$ cat config.mk
export PLATFORM = sky130hd
export DESIGN_NAME = base64_stream_encoder
export DESIGN_NICKNAME = d
export VERILOG_FILES = /design/src/hw/rtl/b64e_pkg.sv /design/src/hw/rtl/base64_stream_encoder.sv /design/src/hw/rtl/b64e_front.sv /design/src/hw/rtl/b64e_fifo.sv /design/src/hw/rtl/b64e_back.sv
export SDC_FILE = /design/constraint.sdc
export NUM_CORES = 1
export LEC_CHECK = 0
export ABC_AREA = 0
export BUFFER_PORTS_ARGS = -buffer_cell sky130_fd_sc_hd__buf_2
export CAP_MARGIN = 25
export CORE_MARGIN = 2
export CORE_UTILIZATION = 50
export CTS_BUF_LIST = sky130_fd_sc_hd__clkbuf_4 sky130_fd_sc_hd__clkbuf_8
export DETAILED_ROUTE_END_ITERATION = 10
export PLACE_DENSITY = 0.63
export SLEW_MARGIN = 20
export SYNTH_ARGS = -nofsm -noshare
export SYNTH_HDL_FRONTEND = slang
export SYNTH_SLANG_ARGS = --single-unit
$ cat constraint.sdc
create_clock -name clk -period 5.3 [get_ports clk]
set_clock_uncertainty 0.1 [all_clocks]
set_input_delay 0 -clock clk [delete_from_list [all_inputs] [get_ports clk]]
set_output_delay 0 -clock clk [all_outputs]
set_load 0.02 [all_outputs]
$ cat src/hw/rtl/b64e_pkg.sv
`default_nettype none
package b64e_pkg;

	localparam int LINE_LENGTH = 76;
	localparam int COL_W       = $clog2(LINE_LENGTH);
	localparam int MAX_CHARS   = 5;
	localparam int CNT_W       = $clog2(MAX_CHARS + 1);
	localparam int FIFO_DEPTH  = 4;
	localparam int PTR_W       = $clog2(FIFO_DEPTH);
	localparam int FCNT_W      = $clog2(FIFO_DEPTH + 1);

	localparam logic [7:0] CH_EQ    = 8'h3D;
	localparam logic [7:0] CH_LF    = 8'h0A;
	localparam logic [7:0] CH_PLUS  = 8'h2B;
	localparam logic [7:0] CH_SLASH = 8'h2F;
	localparam logic [7:0] CH_UPPER = 8'h41;
	localparam logic [7:0] CH_LOWER = 8'h61;
	localparam logic [7:0] CH_DIGIT = 8'h30;

	localparam logic REG_NEWLINES = 1'b0;
	localparam logic REG_PAD      = 1'b1;

	typedef struct packed {
		logic [MAX_CHARS-1:0][7:0] chars;
		logic [CNT_W-1:0]          cnt;
		logic                      last;
	} b64e_entry_t;

	function automatic logic [7:0] sextet_char(input logic [5:0] v);
		logic [7:0] r;
		if (v < 6'd26) begin
			r = CH_UPPER + {2'b00, v};
		end else if (v < 6'd52) begin
			r = CH_LOWER + {2'b00, v - 6'd26};
		end else if (v < 6'd62) begin
			r = CH_DIGIT + {2'b00, v - 6'd52};
		end else if (v == 6'd62) begin
			r = CH_PLUS;
		end else begin
			r = CH_SLASH;
		end
		return r;
	endfunction

endpackage
`default_nettype wire

$ cat src/hw/rtl/base64_stream_encoder.sv
// Channel | Signals                                       | Dir
// --------+-----------------------------------------------+-----
// input   | in_valid, in_ready, data_byte, last_byte       | in
// output  | out_valid, out_ready, out_char, run_last,      | out
//         | message_end                                   |
// config  | cfg_we, cfg_index, cfg_wdata                  | in
//
// One byte beat per cycle is taken while the four-entry queue has room.
// The back end emits one character per cycle unless out_ready stalls it or the queue
// is empty, 1 to 5 per byte, so long messages are paced by the back end; with the
// queue empty the first character goes through a queue entry, then the output register.
// Reset clears the group state, line column and queue; both options reset to 1.
// Output stalls back up into the queue, then into in_ready.
`default_nettype none
module base64_stream_encoder (
	input  wire logic       clk,
	input  wire logic       arst_n,
	input  wire logic       cfg_we,
	input  wire logic       cfg_index,
	input  wire logic       cfg_wdata,
	input  wire logic       in_valid,
	output logic            in_ready,
	input  wire logic [7:0] data_byte,
	input  wire logic       last_byte,
	output logic            out_valid,
	input  wire logic       out_ready,
	output logic [7:0]      out_char,
	output logic            run_last,
	output logic            message_end
);
	import b64e_pkg::*;

	b64e_entry_t q_data;
	b64e_entry_t q_head;
	logic        q_push;
	logic        q_pop;
	logic        q_full;
	logic        q_empty;

	b64e_front u_front (
		.clk       (clk),
		.arst_n    (arst_n),
		.cfg_we    (cfg_we),
		.cfg_index (cfg_index),
		.cfg_wdata (cfg_wdata),
		.in_valid  (in_valid),
		.in_ready  (in_ready),
		.data_byte (data_byte),
		.last_byte (last_byte),
		.q_full    (q_full),
		.q_push    (q_push),
		.q_data    (q_data)
	);

	b64e_fifo u_fifo (
		.clk       (clk),
		.arst_n    (arst_n),
		.push      (q_push),
		.push_data (q_data),
		.pop       (q_pop),
		.full      (q_full),
		.empty     (q_empty),
		.head      (q_head)
	);

	b64e_back u_back (
		.clk         (clk),
		.arst_n      (arst_n),
		.q_empty     (q_empty),
		.q_head      (q_head),
		.q_pop       (q_pop),
		.out_valid   (out_valid),
		.out_ready   (out_ready),
		.out_char    (out_char),
		.run_last    (run_last),
		.message_end (message_end)
	);

endmodule
`default_nettype wire

$ cat src/hw/rtl/b64e_front.sv
`default_nettype none
module b64e_front (
	input  wire logic                 clk,
	input  wire logic                 arst_n,
	input  wire logic                 cfg_we,
	input  wire logic                 cfg_index,
	input  wire logic                 cfg_wdata,
	input  wire logic                 in_valid,
	output logic                      in_ready,
	input  wire logic [7:0]           data_byte,
	input  wire logic                 last_byte,
	input  wire logic                 q_full,
	output logic                      q_push,
	output b64e_pkg::b64e_entry_t     q_data
);
	import b64e_pkg::*;

	logic             newlines_q;
	logic             pad_q;
	logic [3:0]       lo_q;
	logic [1:0]       phase_q;
	logic [COL_W-1:0] col_q;

	logic [5:0]       s0, s1;
	logic             two;
	logic [3:0]       lo_n;
	logic [1:0]       phase_n;
	logic [1:0]       pads;
	logic [COL_W:0]   c1, c2;
	logic             w0, w1;
	logic [COL_W-1:0] col_a, col_b, col_n;
	logic [CNT_W-1:0] pos;

	assign in_ready = !q_full;
	assign q_push   = in_valid && in_ready;

	always_comb begin
		s1      = '0;
		two     = 1'b0;
		pads    = 2'd0;
		case (phase_q)
			2'd1: begin
				s0      = {lo_q[1:0], data_byte[7:4]};
				lo_n    = data_byte[3:0];
				phase_n = 2'd2;
				if (last_byte) begin
					s1   = {lo_n, 2'b00};
					two  = 1'b1;
					pads = 2'd1;
				end
			end
			2'd2: begin
				s0      = {lo_q, data_byte[7:6]};
				s1      = data_byte[5:0];
				two     = 1'b1;
				lo_n    = 4'd0;
				phase_n = 2'd0;
			end
			default: begin
				s0      = data_byte[7:2];
				lo_n    = {2'b00, data_byte[1:0]};
				phase_n = 2'd1;
				if (last_byte) begin
					s1   = {lo_n[1:0], 4'b0000};
					two  = 1'b1;
					pads = 2'd2;
				end
			end
		endcase

		c1    = {1'b0, col_q} + (COL_W+1)'(1);
		w0    = c1 >= (COL_W+1)'(LINE_LENGTH);
		col_a = w0 ? '0 : c1[COL_W-1:0];
		c2    = {1'b0, col_a} + (COL_W+1)'(1);
		w1    = two && (c2 >= (COL_W+1)'(LINE_LENGTH));
		col_b = w1 ? '0 : c2[COL_W-1:0];
		col_n = two ? col_b : col_a;

		q_data      = '0;
		q_data.last = last_byte;
		pos         = '0;
		q_data.chars[pos] = sextet_char(s0);
		pos = pos + CNT_W'(1);
		if (w0 && newlines_q) begin
			q_data.chars[pos] = CH_LF;
			pos = pos + CNT_W'(1);
		end
		if (two) begin
			q_data.chars[pos] = sextet_char(s1);
			pos = pos + CNT_W'(1);
		end
		if (w1 && newlines_q) begin
			q_data.chars[pos] = CH_LF;
			pos = pos + CNT_W'(1);
		end
		if (pad_q && pads != 2'd0) begin
			q_data.chars[pos] = CH_EQ;
			pos = pos + CNT_W'(1);
		end
		if (pad_q && pads == 2'd2) begin
			q_data.chars[pos] = CH_EQ;
			pos = pos + CNT_W'(1);
		end
		q_data.cnt = pos;
	end

	always_ff @(posedge clk or negedge arst_n) begin
		if (!arst_n) begin
			newlines_q <= 1'b1;
			pad_q      <= 1'b1;
			lo_q       <= '0;
			phase_q    <= '0;
			col_q      <= '0;
		end else begin
			if (cfg_we && cfg_index == REG_NEWLINES) begin
				newlines_q <= cfg_wdata;
			end
			if (cfg_we && cfg_index == REG_PAD) begin
				pad_q <= cfg_wdata;
			end
			if (q_push) begin
				if (last_byte) begin
					lo_q    <= '0;
					phase_q <= '0;
					col_q   <= '0;
				end else begin
					lo_q    <= lo_n;
					phase_q <= phase_n;
					col_q   <= col_n;
				end
			end
		end
	end

	a_phase_valid: assert property (@(posedge clk) disable iff (!arst_n)
		phase_q != 2'd3)
		else $error("group phase reached unused code");

	a_col_range: assert property (@(posedge clk) disable iff (!arst_n)
		{1'b0, col_q} < (COL_W+1)'(LINE_LENGTH))
		else $error("line column out of range");

endmodule
`default_nettype wire

$ cat src/hw/rtl/b64e_fifo.sv
`default_nettype none
module b64e_fifo (
	input  wire logic                  clk,
	input  wire logic                  arst_n,
	input  wire logic                  push,
	input  wire b64e_pkg::b64e_entry_t push_data,
	input  wire logic                  pop,
	output logic                       full,
	output logic                       empty,
	output b64e_pkg::b64e_entry_t      head
);
	import b64e_pkg::*;

	b64e_entry_t       mem_q [FIFO_DEPTH];
	logic [PTR_W-1:0]  wr_q, rd_q;
	logic [FCNT_W-1:0] cnt_q;

	assign full  = cnt_q == FCNT_W'(FIFO_DEPTH);
	assign empty = cnt_q == '0;
	assign head  = mem_q[rd_q];

	always_ff @(posedge clk) begin
		if (push) begin
			mem_q[wr_q] <= push_data;
		end
	end

	always_ff @(posedge clk or negedge arst_n) begin
		if (!arst_n) begin
			wr_q  <= '0;
			rd_q  <= '0;
			cnt_q <= '0;
		end else begin
			if (push) begin
				wr_q <= wr_q + PTR_W'(1);
			end
			if (pop) begin
				rd_q <= rd_q + PTR_W'(1);
			end
			if (push && !pop) begin
				cnt_q <= cnt_q + FCNT_W'(1);
			end else if (pop && !push) begin
				cnt_q <= cnt_q - FCNT_W'(1);
			end
		end
	end

	a_no_overflow: assert property (@(posedge clk) disable iff (!arst_n)
		push |-> !full)
		else $error("queue overflow");

	a_no_underflow: assert property (@(posedge clk) disable iff (!arst_n)
		pop |-> !empty)
		else $error("queue underflow");

endmodule
`default_nettype wire

$ cat src/hw/rtl/b64e_back.sv
`default_nettype none
module b64e_back (
	input  wire logic                  clk,
	input  wire logic                  arst_n,
	input  wire logic                  q_empty,
	input  wire b64e_pkg::b64e_entry_t q_head,
	output logic                       q_pop,
	output logic                       out_valid,
	input  wire logic                  out_ready,
	output logic [7:0]                 out_char,
	output logic                       run_last,
	output logic                       message_end
);
	import b64e_pkg::*;

	logic [CNT_W-1:0] idx_q;
	logic             valid_q;
	logic [7:0]       char_q;
	logic             run_last_q;
	logic             msg_end_q;
	logic             adv;
	logic             at_end;

	assign adv    = (!valid_q || out_ready) && !q_empty;
	assign at_end = idx_q == (q_head.cnt - CNT_W'(1));
	assign q_pop  = adv && at_end;

	assign out_valid   = valid_q;
	assign out_char    = char_q;
	assign run_last    = run_last_q;
	assign message_end = msg_end_q;

	always_ff @(posedge clk) begin
		if (adv) begin
			char_q     <= q_head.chars[idx_q];
			run_last_q <= at_end;
			msg_end_q  <= at_end && q_head.last;
		end
	end

	always_ff @(posedge clk or negedge arst_n) begin
		if (!arst_n) begin
			valid_q <= 1'b0;
			idx_q   <= '0;
		end else begin
			if (adv) begin
				valid_q <= 1'b1;
				idx_q   <= at_end ? '0 : idx_q + CNT_W'(1);
			end else if (out_ready) begin
				valid_q <= 1'b0;
			end
		end
	end

	a_end_on_last: assert property (@(posedge clk) disable iff (!arst_n)
		(valid_q && msg_end_q) |-> run_last_q)
		else $error("message end without run end");

	a_idx_in_entry: assert property (@(posedge clk) disable iff (!arst_n)
		!q_empty |-> (idx_q < q_head.cnt))
		else $error("character index past entry");

endmodule
`default_nettype wire

==> results of run 1 <==
## layer usage
layer	vias up	wire, µm	GRT usage [%]
li1	2675	-	-
met1	2878	8450	28.4
met2	152	9040	35.0
met3	19	729	3.93
met4	0	253	6.36
met5	-	0	0
## path summary, 6_finish.rpt
kind                                   from                  end  slack, ns
max reg2reg                u_front.col_q[0]  u_fifo.mem_q[1][19]       0.33
min reg2reg                 u_front.lo_q[3]      u_front.lo_q[3]       0.38
max in group asynchronous            arst_n       u_fifo.rd_q[0]       4.65
min                                  arst_n     u_front.col_q[6]      0.002
min in group clk                   in_valid   u_fifo.mem_q[1][0]       0.21
max                        u_front.col_q[0]  u_fifo.mem_q[1][19]       0.33
## sequential cells by signal (all words and copies together) (netlist names), 2 cells and up
name / cells
u_fifo.mem_q: 128
u_back.out_char: 8
u_front.col_q: 7
u_front.lo_q: 4
u_back.idx_q: 3
u_fifo.cnt_q: 3
u_fifo.rd_q: 2
u_fifo.wr_q: 2
u_front.phase_q: 2
## cells in the final DEF (no fill, tap or decap), types with 11 or more instances in the layout
cell type / netlist / layout
sky130_fd_sc_hd__edfxtp_1: 138 / 138
sky130_fd_sc_hd__inv_1: 24 / 24
sky130_fd_sc_hd__nor3_1: 14 / 14
sky130_fd_sc_hd__clkbuf_8: 0 / 19
sky130_fd_sc_hd__buf_2: 8 / 27
sky130_fd_sc_hd__dlygate4sd3_1: 0 / 11
sky130_fd_sc_hd__ha_1: 37 / 36
sky130_fd_sc_hd__mux4_2: 34 / 34
sky130_fd_sc_hd__nor2_1: 35 / 34
sky130_fd_sc_hd__xor2_1: 11 / 11
sky130_fd_sc_hd__and3_1: 11 / 11
sky130_fd_sc_hd__xnor2_1: 23 / 23
sky130_fd_sc_hd__nand2_1: 64 / 64
sky130_fd_sc_hd__o21ai_0: 41 / 41
sky130_fd_sc_hd__dfrtp_1: 24 / 23
sky130_fd_sc_hd__buf_4: 3 / 13
sky130_fd_sc_hd__nand3_1: 19 / 19
## power groups by stage
stage,clock network [µW],logic (µW),registers (µW)
2_1_floorplan,0,1940,2160
3_3_place_gp,0,2470,2220
3_5_place_dp,0,2530,2240
4_1_cts,921,2540,2220
5_1_grt,966,2800,2260
6_report,903,2530,2210
## logic make-up after synthesis
family / synth area share [%]
AO/OA/AOI/OAI: 10.8
AND/OR/NAND/NOR: 11.2
multiplexers: 11.2
flip-flops: 54.3
adder cells (fa/ha/maj): 5.69
buffers and inverters: 3.09
XOR/XNOR: 3.74
## through the flow
| step | hold slack, ns | total power (µW) | util [%] | instance area, µm² |
|---|---|---|---|---|
| floorplan | -0.396 | 4090 | - | 8830 |
| global placement | -0.0600 | 4690 | 53.0 | 9170 |
| detailed placement | -0.0326 | 4770 | 53.0 | 9170 |
| CTS | 0.000546 | 5680 | 56.0 | 9680 |
| global route | 0.0356 | 6030 | 56.1 | 9700 |
| finish | 0.00240 | 5650 | 56.1 | 9700 |
## final cells by class
cell class / count / area [µm²]
inverters: 25 / 93.8
fillers: 1458 / 7590
repair buffers: 51 / 343
flip-flops and latches: 164 / 4800
multi-input cells: 463 / 3780
clock inverters: 8 / 103
clock buffers: 24 / 299
well taps: 225 / 282
## repair_timing
action	4_1_cts	5_1_grt
endpoints found under the setup margin	0	108
hold endpoints to repair	41	0
hold buffers	11	0
resized for setup	0	4
==> reports/metrics.cfg, run 1 <==
[run_status]
outcome = finished clean

[setup_path]
critical-path-slowest-cell = sky130_fd_sc_hd__fa_1
timing.critical_path.max_delay_family = simple AND/OR/NAND/NOR gates
timing_worst_setup_path_type = flip-flop to flip-flop
critPathMaxFanout = 10
most_frequent_cell_on_critical_path = sky130_fd_sc_hd__and2_1
worstSetupEndpointType = flip-flop
critical-path-max-stage-delay_ns = 0.63
worst_ep_arrival_time_ns = 5.20
cp-start-kind = flip-flop
timing.reg2reg.worst_path_depth = 18
cp.required_ns = 5.53
path_cells = buf_4, and2_1, or3_1, a21oi_2, nor2_2, and2_1, ha_1, nand2b_1, a32oi_1, o221ai_1, a22oi_2, a2111oi_4, fa_1, nor2_1, and2_1, mux2_4, nor3b_1, buf_4
critPathBufInv = 2
critical_path_cell_count = 18

[synth]
synth-warning-count = 0
ys_seq_elements = 164
leading_register_cell_type_out_of_synthesis = sky130_fd_sc_hd__edfxtp_1
synth_async_sr_flop_share_pct = 15.9
synth_top_cell_area_share_pct = 46.9
synth_sequential_area_ratio_pct = 54.3
mappedNetlistArea_um2 = 8830
synthesized_area_divided_by_synthesized_cell_count_um2 = 12.8
yosysMostFrequentCell = sky130_fd_sc_hd__edfxtp_1
number_of_flops_mapped_to_enable_cells_by_yosys = 138
postSynthNetCount = 747
post_synth_inst_count = 692
netlist_top_cells_count = sky130_fd_sc_hd__edfxtp_1, sky130_fd_sc_hd__nand2_1, sky130_fd_sc_hd__o21ai_0
ys_top_cells_by_area = sky130_fd_sc_hd__edfxtp_1, sky130_fd_sc_hd__mux4_2, sky130_fd_sc_hd__dfrtp_1, sky130_fd_sc_hd__ha_1, sky130_fd_sc_hd__nand2_1
synth_cell_type_count = 77
yosysTopAreaCell = sky130_fd_sc_hd__edfxtp_1

[floorplanning]
die-height_um = 137
die_width_um = 137
fp.dieArea_um2 = 18700
fp-row-count = 48
io_pins = 28
floorplan.initialDensity_pct = 51.1
core-area_um2 = 17300

[sta]
finalWorstSetupSlack_ns = 0.328
timing_worst_slew_pin_value_ns = 0.957
layout_min_cycle_time_ns = 4.97
rsz0062_at_grt = false
tns_ns = 0
final_max_slew_viol_count = 0
slew_headroom_pct = 35.5
setup-violations-final = 0
timing_hold_violations_final = 0
fin_crit_sh_pct = 93.8
max_clock_freq_ghz = 0.201

[clock_network]
ctsHtreeMaxLevel = 4
post-cts-setup-buffer-count = 0
clock_sink_count = 164
worst_skew_pair.late_latency_ns = 0.45
clock_transition_time_at_the_flip_flop_clock_pins_of_the_worst_setup_and_hold_paths_ns = 0.09
total_cts_buffers = 17
cts_buffer_depth = 2
cts_root_buffer = sky130_fd_sc_hd__clkbuf_8
clock_tree_from_tritoncts = yes

[detailed_routing]
drtPass1Iterations = 5
antenna_violating_nets_post_route = 0
drt_drc_violations_left = 0
number_of_vias_in_the_routed_layout = 5724
finalWirelength_um = 18500
detail_route.vias_per_cell = 5.96
wl_per_cell_um = 19.2
detail_route.iter0.violations = 351

[pwr]
power_switching_share_pct = 37.9
seqPwrFrac_pct = 39.2
internal_power_component_uw = 3510
max-vdd-ir-drop_mv = 0.301
power.density_nw_per_um2 = 582
net_load_switching_power_uw = 2140
leakagePower_uw = 0.00354
pwr-share-clk_pct = 16.0
part_of_the_total_power_dissipated_in_combinational_logic_pct = 44.8

[grt]
grt_pass1_wl_um = 29900
vias_in_the_first_global_route = 5770
grt_use_total_pct = 21.1
grt_start_max_net_pins = 33
initial_antenna_violation_count = 0
remaining_overflow_grt = 0

[placed_design]
cells_after_dpl = 917
gp_congestion = 0.867
dp_hpwl_um = 12800
pre_cts_ws_ns = 0.188
placement.io_buffers = 27

[finish]
syn2layout_area_growth_pct = 9.81
final_cells = 960
n_antenna_cell = 0
final_layout_size_suffix_gt1_share_pct = 19.0
design.final.nets = 777

[hold_path]
hold_path.class = primary input to async pin

[job]
maxcap_violations = 0

No activity file was read; power rests on OpenSTA's default activity.
==> run 2, diff against run 1 <==
SETUP_SLACK_MARGIN = 0.1   (was unset)
clock period = 6.2 ns   (was 5.3 ns; I/O delays follow)
==> reports/metrics.cfg, run 2 (synthesis gave the netlist of run 1 again) <==
[grt]
initial_antenna_violation_count = 0
vias_in_the_first_global_route = 5720
grt_pass1_wl_um = 29500
grt_start_max_net_pins = 33
grt_use_total_pct = 20.8
remaining_overflow_grt = 0

[sta]
final_max_slew_viol_count = 0
tns_ns = 0
timing_hold_violations_final = 0
setup-violations-final = 0
rsz0062_at_grt = false
slew_headroom_pct = 39.2
timing_worst_slew_pin_value_ns = 0.912
fin_crit_sh_pct = 89.6
layout_min_cycle_time_ns = 5.55
max_clock_freq_ghz = 0.180

[detailed_routing]
drtPass1Iterations = 5
detail_route.iter0.violations = 380
antenna_violating_nets_post_route = 0
detail_route.vias_per_cell = 5.96
drt_drc_violations_left = 0
number_of_vias_in_the_routed_layout = 5688
wl_per_cell_um = 19.1
finalWirelength_um = 18200

[setup_path]
critical-path-max-stage-delay_ns = 0.62
cp.required_ns = 6.22
worst_ep_arrival_time_ns = 5.57
path_cells = ha_2, inv_1, o21ai_0, a31oi_1, nor2_1, and2_1, ha_1, nand2b_1, o21ai_0, a221o_1, a22oi_2, a2111oi_4, buf_4, fa_1, nor2_1, and2_1, mux2i_1, o21ai_0
timing_worst_setup_path_type = flip-flop to flip-flop
cp-start-kind = flip-flop
critPathMaxFanout = 12
most_frequent_cell_on_critical_path = sky130_fd_sc_hd__o21ai_0
critical-path-slowest-cell = sky130_fd_sc_hd__fa_1
worstSetupEndpointType = flip-flop
timing.critical_path.max_delay_family = adder cells
critPathBufInv = 2

[hold_path]
hold_path.class = primary input to async pin

[placed_design]
gp_congestion = 0.858
placement.io_buffers = 27
dp_hpwl_um = 12800

[clock_network]
ctsHtreeMaxLevel = 4
worst_skew_pair.late_latency_ns = 0.44
cts_buffer_depth = 2
total_cts_buffers = 17
clock_tree_from_tritoncts = yes
post-cts-setup-buffer-count = 0
cts_root_buffer = sky130_fd_sc_hd__clkbuf_8
clock_transition_time_at_the_flip_flop_clock_pins_of_the_worst_setup_and_hold_paths_ns = 0.10
clock_sink_count = 164

[finish]
area_used_by_multi_input_combinational_logic_um2 = 3770
final-seq-area_um2 = 4800
final_layout_size_suffix_gt1_share_pct = 18.4
syn2layout_area_growth_pct = 8.98
most-common-layout-cells = sky130_fd_sc_hd__edfxtp_1, sky130_fd_sc_hd__nand2_1, sky130_fd_sc_hd__o21ai_0
num-fill-cells = 1458
regMostFlops = u_fifo.mem_q
design.final.nets = 772
n_antenna_cell = 0
layout.cells.most_common = sky130_fd_sc_hd__edfxtp_1
largest_register_ffs = 128

[floorplanning]
fp-row-count = 48
io_pins = 28
die-height_um = 137
fp.dieArea_um2 = 18700
floorplan.initialDensity_pct = 51.1
die_width_um = 137
core-area_um2 = 17300

[pwr]
max-vdd-ir-drop_mv = 0.206
leakagePower_uw = 0.00350
total_power_consumption_uw = 4760
power.density_nw_per_um2 = 494

[run_status]
outcome = finished clean

[job]
maxcap_violations = 0

==> run 2: cell types whose count changed in the layout (fill, tap and decap cells not counted), moves of 2 or more <==
cell | previous run | this run
sky130_fd_sc_hd__buf_4 | 13 | 7
sky130_fd_sc_hd__clkbuf_4 | 5 | 1
sky130_fd_sc_hd__inv_6 | 1 | 4
sky130_fd_sc_hd__clkinv_4 | 1 | 3
==> run 2: path summary, 6_finish.rpt <==
kind                                   from                  end  slack, ns  depth (start not counted)
setup reg to reg           u_front.col_q[0]  u_fifo.mem_q[1][17]       0.65                         18
hold reg to reg             u_front.lo_q[3]      u_front.lo_q[3]       0.38                          2
min in group clk                   in_valid   u_fifo.mem_q[3][1]       0.22                          3
max in group asynchronous            arst_n       u_fifo.rd_q[0]       5.54                          2
hold / removal                       arst_n      u_fifo.cnt_q[0]       0.02                          2
setup / recovery           u_front.col_q[0]  u_fifo.mem_q[1][17]       0.65                         18
==> run 2: power by group <==
| group | switching (µW) | internal, µW | total, µW |
|---|---|---|---|
| sequential | 222 | 1700 | 1920 |
| clock | 388 | 338 | 726 |
| combinational | 1230 | 885 | 2110 |
| total | 1840 | 2920 | 4760 |
==> run 2: stage by stage <==
step	util, %	setup WS (ns)	std cells	hold WS, ns	area [µm²]
5_1_grt	55.7	0.214	955	0.0362	9630
6_report	55.7	0.646	955	0.0174	9630
2_1_floorplan	-	1.33	692	-0.396	8830
4_1_cts	55.6	0.566	954	0.00873	9620
3_3_place_gp	52.8	0.743	911	-0.0629	9130
3_5_place_dp	52.8	0.599	911	-0.0399	9130
==> run 2: layout make-up <==
type                    count  area share [%]
flip-flops and latches    164            49.8
multi-input cells         463            39.2
repair buffers             46            3.14
well taps                 225            2.92
clock buffers              19            2.65
clock inverters            13            1.29
inverters                  25           0.975
==> run 2: metal layers <==
metal | global-route usage (%) | part of all wire [%] | vias to the layer above
li1 | - | - | 2671
met2 | 35.9 | 51 | 148
met3 | 4.04 | 3.9 | 20
met5 | 0 | 0 | -
met4 | 5.50 | 1.3 | 0
met1 | 27.0 | 44 | 2849
==> run 2: what timing repair did <==
action                                 CTS  global route
hold buffers                            11             0
gates resized for setup                  0             1
endpoints found under the hold margin   40             0
setup endpoints to repair                0             8
==> run 3, diff against run 2 <==
CORE_UTILIZATION = 40   (was 50)
PLACE_DENSITY = 0.52   (was 0.63)
clock period = 6.3 ns   (was 6.2 ns; I/O delays follow)
==> reports/metrics.cfg, run 3 (synthesis gave the netlist of run 1 again) <==
[floorplanning]
die_width_um = 153
die-height_um = 153
core-area_um2 = 21800
floorplan.initialDensity_pct = 40.6
io_pins = 28
fp.dieArea_um2 = 23300
fp-row-count = 54

[finish]
regMostFlops = u_fifo.mem_q
most-common-layout-cells = sky130_fd_sc_hd__edfxtp_1, sky130_fd_sc_hd__nand2_1, sky130_fd_sc_hd__o21ai_0
largest_register_ffs = 128
design.final.nets = 777
n_antenna_cell = 0
final_layout_size_suffix_gt1_share_pct = 18.2
syn2layout_area_growth_pct = 10.9
layout.cells.most_common = sky130_fd_sc_hd__edfxtp_1

[detailed_routing]
drt_drc_violations_left = 0
wl_per_cell_um = 19.4
finalWirelength_um = 19700
antenna_violating_nets_post_route = 0
drtPass1Iterations = 5
detail_route.iter0.violations = 352
number_of_vias_in_the_routed_layout = 5649
detail_route.vias_per_cell = 5.57

[setup_path]
worst_ep_arrival_time_ns = 5.75
path_cells = ha_2, inv_1, o21ai_0, a31oi_1, or2_1, nor2_1, ha_1, nand2b_1, o21ai_0, a221o_1, a22oi_2, a2111oi_4, buf_4, fa_1, nor2_1, and2_1, mux2i_1, o21ai_0
worstSetupEndpointType = flip-flop
critical-path-slowest-cell = sky130_fd_sc_hd__fa_1
most_frequent_cell_on_critical_path = sky130_fd_sc_hd__o21ai_0
critPathMaxFanout = 12
cp.required_ns = 6.33
cp-start-kind = flip-flop
critical-path-max-stage-delay_ns = 0.61
timing_worst_setup_path_type = flip-flop to flip-flop

[pwr]
power_switching_share_pct = 38.6
part_of_the_total_power_dissipated_in_combinational_logic_pct = 44.3
power.density_nw_per_um2 = 492
pwr-share-clk_pct = 17.0
internal_power_component_uw = 2960
leakagePower_uw = 0.00355
total_power_consumption_uw = 4820
seqPwrFrac_pct = 38.8
max-vdd-ir-drop_mv = 0.246
net_load_switching_power_uw = 1860

[grt]
initial_antenna_violation_count = 0
grt_pass1_wl_um = 31500
grt_use_total_pct = 17.3
remaining_overflow_grt = 0
vias_in_the_first_global_route = 5780
grt_start_max_net_pins = 34

[run_status]
outcome = finished clean

[sta]
timing_hold_violations_final = 0
max_clock_freq_ghz = 0.175
fin_crit_sh_pct = 90.9
tns_ns = 0
timing_worst_slew_pin_value_ns = 0.865
setup-violations-final = 0
layout_min_cycle_time_ns = 5.73
final_max_slew_viol_count = 0
slew_headroom_pct = 42.3
rsz0062_at_grt = false

[clock_network]
worst_skew_pair.late_latency_ns = 0.45
ctsHtreeMaxLevel = 4
cts_root_buffer = sky130_fd_sc_hd__clkbuf_8
clock_transition_time_at_the_flip_flop_clock_pins_of_the_worst_setup_and_hold_paths_ns = 0.10
clock_sink_count = 164
post-cts-setup-buffer-count = 0
total_cts_buffers = 17
clock_tree_from_tritoncts = yes
cts_buffer_depth = 2

[placed_design]
dp_hpwl_um = 13400
placement.io_buffers = 27
gp_congestion = 0.861

[hold_path]
hold_path.class = primary input to async pin

[job]
maxcap_violations = 0

-- run 3: power groups by stage --
stage          Clock [µW]  Sequential (µW)  Combinational [µW]
2_1_floorplan           0             1810                1630
3_3_place_gp            0             1880                2080
3_5_place_dp            0             1900                2120
4_1_cts               841             1880                2150
5_1_grt               887             1910                2380
6_report              818             1870                2130
-- run 3: through the flow --
stage	hold WS (ns)	util [%]	area, µm²	std cells	setup slack [ns]
after global routing	0.0576	45.0	9800	1015	0.114
after floorplan	-0.396	-	8830	692	1.43
after CTS	0.00381	45.0	9790	1015	0.497
final	0.00600	45.0	9800	1015	0.573
after detailed placement	-0.0298	42.3	9200	967	0.543
after global placement	-0.0373	42.3	9200	967	0.736
-- run 3: repair_timing --
action	4_1_cts	5_1_grt
gates resized for setup	0	1
hold buffers	16	0
endpoints found under the hold margin	44	0
setup endpoints to repair	0	20
-- run 3: routing by layer --
metal / track usage (%) / routed length [µm]
met5: 0 / 0
met3: 2.90 / 632
met4: 4.59 / 255
met1: 22.8 / 8950
met2: 29.8 / 9820
-- run 3: final timing paths --
check                           cells past startpoint  slack [ns]             start             endpoint
worst max-delay path                               18        0.57  u_front.col_q[0]  u_fifo.mem_q[1][17]
worst min-delay path                                2       0.006            arst_n       u_fifo.rd_q[0]
worst max register to register                     18        0.57  u_front.col_q[0]  u_fifo.mem_q[1][17]
worst min register to register                      2        0.41  u_back.out_valid     u_back.out_valid
max in group asynchronous                           2        5.64            arst_n       u_fifo.rd_q[0]
min in group clk                                    5        0.21         out_ready     u_back.out_valid
-- run 3: critical path, delay by kind of cell, from the launching register on --
family                   cells  cell delay (ns)
multiplexers                 1             0.51
AO/OA/AOI/OAI                7             1.40
flip-flops                   1             0.56
buffers and inverters        2             0.38
AND/OR/NAND/NOR              5             1.04
adder cells (fa/ha/maj)      3             1.41
-- run 3: area by class of cell --
class / instances / area (µm²)
clock inverter: 14 / 189
timing repair buffer: 51 / 355
clock buffer: 18 / 241
multi-input combinational: 463 / 3770
sequential: 164 / 4800
fill: 1999 / 12000
inverter: 25 / 93.8
tap: 280 / 350
